<file path="src/hdl/mrc_pkg.sv">
`default_nettype none

package mrc_pkg;

	localparam int MAX_FRAME_BYTES = 32;
	localparam int CNT_W = $clog2(MAX_FRAME_BYTES + 1);
	localparam int MIN_FRAME_BYTES = 7;

	typedef logic [CNT_W-1:0] count_t;

	localparam logic [15:0] CRC_SEED = 16'hFFFF;
	localparam logic [15:0] CRC_POLY = 16'hA001;
	localparam logic signed [15:0] FAIL_READING = 16'sh8000;

	localparam logic [7:0] RESET_ADDRESS = 8'h01;
	localparam logic [7:0] RESET_FUNCTION = 8'h03;

	typedef enum logic [1:0] {
		ST_OK     = 2'd0,
		ST_SHORT  = 2'd1,
		ST_HEADER = 2'd2,
		ST_CRC    = 2'd3
	} check_status_t;

	typedef enum logic {
		REG_EXPECTED_ADDRESS  = 1'b0,
		REG_EXPECTED_FUNCTION = 1'b1
	} cfg_reg_t;

	typedef struct packed {
		check_status_t      status;
		logic signed [15:0] reading;
	} frame_result_t;

	function automatic logic [15:0] crc_byte(input logic [15:0] crc_in, input logic [7:0] data);
		logic [15:0] crc;
		crc = crc_in ^ {8'h00, data};
		for (int k = 0; k < 8; k++) begin
			if (crc[0]) begin
				crc = (crc >> 1) ^ CRC_POLY;
			end else begin
				crc = crc >> 1;
			end
		end
		return crc;
	endfunction

endpackage

`default_nettype wire

</file>
<file path="src/hdl/mrc_frame_track.sv">
`default_nettype none

module mrc_frame_track (
	input  wire logic                 clk,
	input  wire logic                 arst_n,
	input  wire logic                 step,
	input  wire logic [7:0]           rx_byte,
	input  wire logic                 frame_end,
	input  wire logic [7:0]           expected_address,
	input  wire logic [7:0]           expected_function,
	output mrc_pkg::frame_result_t    result
);

	logic [15:0]     crc_q, crc_nx;
	mrc_pkg::count_t count_q, count_nx;
	logic [15:0]     pair_q, pair_nx;
	logic            header_q, header_nx;
	logic [15:0]     value_q, value_nx;
	logic            take;
	logic [15:0]     received;

	always_comb begin
		take = count_q < mrc_pkg::count_t'(mrc_pkg::MAX_FRAME_BYTES);
		crc_nx = crc_q;
		count_nx = count_q;
		pair_nx = pair_q;
		header_nx = header_q;
		value_nx = value_q;
		if (take) begin
			if (count_q >= mrc_pkg::count_t'(2)) begin
				crc_nx = mrc_pkg::crc_byte(crc_q, pair_q[15:8]);
			end
			pair_nx = {pair_q[7:0], rx_byte};
			if (count_q == mrc_pkg::count_t'(0) && rx_byte != expected_address) begin
				header_nx = 1'b0;
			end
			if (count_q == mrc_pkg::count_t'(1) && rx_byte != expected_function) begin
				header_nx = 1'b0;
			end
			if (count_q == mrc_pkg::count_t'(3)) begin
				value_nx[15:8] = rx_byte;
			end
			if (count_q == mrc_pkg::count_t'(4)) begin
				value_nx[7:0] = rx_byte;
			end
			count_nx = count_q + mrc_pkg::count_t'(1);
		end

		received = {pair_nx[7:0], pair_nx[15:8]};
		if (count_nx < mrc_pkg::count_t'(mrc_pkg::MIN_FRAME_BYTES)) begin
			result.status = mrc_pkg::ST_SHORT;
		end else if (!header_nx) begin
			result.status = mrc_pkg::ST_HEADER;
		end else if (received != crc_nx) begin
			result.status = mrc_pkg::ST_CRC;
		end else begin
			result.status = mrc_pkg::ST_OK;
		end
		result.reading = (result.status == mrc_pkg::ST_OK) ? $signed(value_nx)
			: mrc_pkg::FAIL_READING;
	end

	always_ff @(posedge clk or negedge arst_n) begin
		if (!arst_n) begin
			crc_q <= mrc_pkg::CRC_SEED;
			count_q <= '0;
			pair_q <= '0;
			header_q <= 1'b1;
			value_q <= '0;
		end else if (step) begin
			if (frame_end) begin
				crc_q <= mrc_pkg::CRC_SEED;
				count_q <= '0;
				pair_q <= '0;
				header_q <= 1'b1;
				value_q <= '0;
			end else begin
				crc_q <= crc_nx;
				count_q <= count_nx;
				pair_q <= pair_nx;
				header_q <= header_nx;
				value_q <= value_nx;
			end
		end
	end

endmodule

`default_nettype wire

</file>
<file path="config.mk">
export PLATFORM = sky130hd
export DESIGN_NAME = mrc_frame_track
export DESIGN_NICKNAME = d
export VERILOG_FILES = /design/src/hdl/mrc_pkg.sv /design/src/hdl/mrc_frame_track.sv
export SDC_FILE = /design/constraint.sdc
export NUM_CORES = 1
export LEC_CHECK = 0
export ABC_AREA = 1
export CAP_MARGIN = 20
export CORE_MARGIN = 5
export CORE_UTILIZATION = 45
export DETAILED_ROUTE_END_ITERATION = 16
export DONT_BUFFER_PORTS = 1
export RECOVER_POWER = 100
export REMOVE_ABC_BUFFERS = 1
export SYNTH_ARGS = -nofsm -noshare
export SYNTH_HDL_FRONTEND = slang
export SYNTH_SLANG_ARGS = --single-unit
</file>
<file path="constraint.sdc">
create_clock -name clk -period 2.1 [get_ports clk]
set_input_delay 0.105 -clock clk [delete_from_list [all_inputs] [get_ports clk]]
set_output_delay 0.105 -clock clk [all_outputs]
set_load 0.005 [all_outputs]
</file>
==> impl_metrics.env <==
export IMPL_status="finished with violations"
export IMPL_failed_checks="setup timing"
export IMPL_drt_iter0_markers=196
export IMPL_die_w_um=104.5
export IMPL_hold_path_class="input port to register"
export IMPL_drive_gt1_frac=0.2939
export IMPL_power_density_nw_per_um2=817.8
export IMPL_mappedNetlistArea_um2=4020
export IMPL_grt_pass1_vias=4035
export IMPL_grt_pass1_wl_um=18860
export IMPL_io_pins=46
export IMPL_leakagePower_uw=0.002561
export IMPL_holdWs_ns=0.02663
export IMPL_cts_root_buf="clkbuf_8"
export IMPL_slew_limit_headroom=0.05139
export IMPL_port_buffers=0
export IMPL_maxCapViolCount=0
export IMPL_cts_sinks=55
export IMPL_postLayoutCoreUtil=0.5925
export IMPL_rows=34
export IMPL_ys_ff_latch=55
export IMPL_internal_power_uw=2515
export IMPL_crit_type="register to primary output"
export IMPL_gp_congestion=0.8600
export IMPL_cp_max_fo=7
export IMPL_cts_tree="done"
export IMPL_fin_skew_ns=0.003965
export IMPL_fin_crit_sh=1.299
export IMPL_hold_viol=0
export IMPL_antenna_diode_count=0
export IMPL_vias_per_cell=5.214
export IMPL_drt_pass1_iterations=5
export IMPL_cts_buffers=5
export IMPL_drt_wirelength_per_cell_um=14.54
export IMPL_die_h_um=104.5
export IMPL_num_fill_cells=813
export IMPL_totalWireLength_um=11410
export IMPL_overflow=0
export IMPL_setup_viol=18
export IMPL_cp_arrival_ns=2.62
export IMPL_seqPwrFrac=0.318
export IMPL_yosysWarningCount=0
export IMPL_ir_worst_vdd_uv=407.6
export IMPL_grt_util_all_layers=0.2057
export IMPL_grt_max_degree=56
export IMPL_tightestPinTransition_ns=1.423
export IMPL_worstSetupStartpointType="register"
export IMPL_syn_to_final_growth_pct=28.54
export IMPL_rsz0062_at_grt="yes"
export IMPL_final_setup_tns_ns=-10.52
export IMPL_hpwl_um=7875
export IMPL_vias=4093
export IMPL_postRouteAntennaNets=0
export IMPL_synthCells=607
export IMPL_p_switching_uw=1711
export IMPL_critPathCaptureType="primary output"
export IMPL_drc_errors=0
export IMPL_core_area_um2=8721
export IMPL_synth_distinct_cells=35
export IMPL_clock_latency_ns=0.31
export IMPL_antenna_found_initial=0
export IMPL_power_frac_comb=0.506
export IMPL_period_needed_ns=2.729
export IMPL_nNetsFinal=708
export IMPL_sw_frac_of_total=0.4049
export IMPL_final_area_um2=5167
export IMPL_htree_levels=2
export IMPL_clock_fmax_mhz=366.5
export IMPL_place_area_um2=4539
export IMPL_initial_utilization=0.4610
export IMPL_clk_path_buf_depth=2
export IMPL_ys_seq_area_frac=0.3477
export IMPL_drv_slew=0
export IMPL_fin_ws_ns=-0.6287
export IMPL_die_area_um2=10920
export IMPL_clk_pin_slew_worst_paths_ns=0.11
export IMPL_p_clk_frac=0.175
export IMPL_synth_area_per_cell_um2=6.623
export IMPL_cp_required_ns=2.00
## power groups by stage
stage | Combinational (uW) | Clock (uW) | Sequential (uW)
final | 2140 | 742 | 1350
after global routing | 2390 | 805 | 1370
after detailed placement | 1640 | 0 | 1360
after CTS | 1920 | 762 | 1340
after floorplan | 1050 | 0 | 1330
after global placement | 1600 | 0 | 1350
## cells in the mapped netlist (all sizes together)
library cell,instances,area share
nand2,219,0.21
inv,99,0.093
o21ai,56,0.073
o22ai,44,0.068
dfrtp,38,0.24
nand3,37,0.049
nor2,34,0.041
dfstp,17,0.11
xnor2,13,0.028
clkbuf,12,0.011
buf,10,0.023
nand4,5,0.0093
xor2,5,0.011
ha,4,0.012
nand3b,3,0.0056
nor3,3,0.0037
a21oi,2,0.0025
a31oi,2,0.0031
a2bb2oi,1,0.0022
nor4,1,0.0016
o2111ai,1,0.0022
or2,1,0.0016
## logic make-up after synthesis
logic type / count (synthesis) / share of synthesized area
AO/OA/AOI/OAI: 106 / 0.1519
XOR/XNOR: 18 / 0.03922
adder cells (fa/ha/maj): 4 / 0.01245
buffers and inverters: 121 / 0.1276
flip-flops: 55 / 0.3477
AND/OR/NAND/NOR: 303 / 0.3212
## timing repair
item	in CTS	in global routing
cloned	2	1
buffers inserted	6	4
pin swaps	15	35
hold buffers	3	0
hold endpoints to repair	108	0
setup endpoints to repair	18	20
resized for setup	35	68
## path summary, 6_finish.rpt
path / cells past startpoint / end / from / slack (ns)
max: 17 / result[6] / count_q[5] / -0.63
min: 2 / pair_q[2] / rx_byte[2] / 0.03
max reg2reg: 17 / crc_q[0] / crc_q[1] / 0.10
min reg2reg: 2 / header_q / header_q / 0.50
max in group asynchronous: 2 / count_q[5] / arst_n / 0.45
min in group asynchronous: 2 / pair_q[3] / arst_n / 0.69
## critical path: stages (launching register included)
cell	delay [ns]
dfrtp_2	0.47
nor2_4	0.13
nand3_4	0.12
nand2_8	0.13
buf_12	0.12
nand2_2	0.04
o21ai_1	0.06
nand2_1	0.07
nand2_2	0.09
nand3_2	0.07
nor2_2	0.14
nand2_1	0.08
nor2_2	0.13
nand2_2	0.08
nor2_4	0.10
nand4_4	0.14
clkbuf_16	0.23
nor2_4	0.10
## final cells by class
type                       count  area (um^2)  share of cell area
sequential                    55         1399              0.2707
timing repair buffer          82        688.2              0.1332
multi-input combinational    433         2450              0.4741
clock inverter                 3        47.55            0.009201
inverter                      99        379.1             0.07337
tap                          108        135.1             0.02615
clock buffer                   5        68.82             0.01332
## metal layers
layer / wire length (um) / up-vias / track usage
met5: 0 / - / 0
met4: 100 / 0 / 0.04533
met3: 583 / 9 / 0.03104
met2: 5642 / 102 / 0.3557
met1: 5085 / 1909 / 0.2712
li1: - / 2073 / -
## state kept, by name (all words and copies together) (netlist names)
name,count
header_q,1
count_q,6
pair_q,16
crc_q,16
value_q,16
## metrics by stage
| stage | setup WS, ns | total power, uW | std cells |
|---|---|---|---|
| floorplan | -0.5862 | 2388 | 585 |
| global placement | -0.3591 | 2948 | 761 |
| detailed placement | -0.3558 | 2995 | 761 |
| CTS | -0.6179 | 4019 | 780 |
| global route | -0.7906 | 4556 | 785 |
| finish | -0.6287 | 4226 | 785 |
## cells in the final DEF (no fill, tap or decap), types with 2 or more instances in the layout
| cell type | synthesis | final |
|---|---|---|
| a21oi_1 | 2 | 2 |
| a31oi_1 | 2 | 2 |
| buf_12 | 1 | 5 |
| buf_4 | 0 | 69 |
| clkbuf_1 | 12 | 3 |
| clkbuf_8 | 0 | 5 |
| dfrtp_1 | 38 | 37 |
| dfstp_2 | 17 | 16 |
| ha_1 | 4 | 4 |
| inv_1 | 97 | 93 |
| inv_2 | 1 | 4 |
| inv_6 | 0 | 2 |
| nand2_1 | 217 | 175 |
| nand2_2 | 1 | 41 |
| nand2_4 | 0 | 3 |
| nand2_8 | 1 | 2 |
| nand3_1 | 36 | 28 |
| nand3_2 | 0 | 7 |
| nand3_4 | 1 | 2 |
| nand3b_1 | 3 | 3 |
| nand4_1 | 4 | 4 |
| nor2_1 | 21 | 9 |
| nor2_2 | 12 | 7 |
| nor2_4 | 1 | 18 |
| nor3_1 | 3 | 3 |
| o21ai_0 | 47 | 42 |
| o21ai_1 | 5 | 8 |
| o21ai_2 | 4 | 6 |
| o22ai_1 | 44 | 44 |
| xnor2_1 | 13 | 12 |
| xor2_1 | 5 | 4 |
Power figures use the tool's default switching activity.
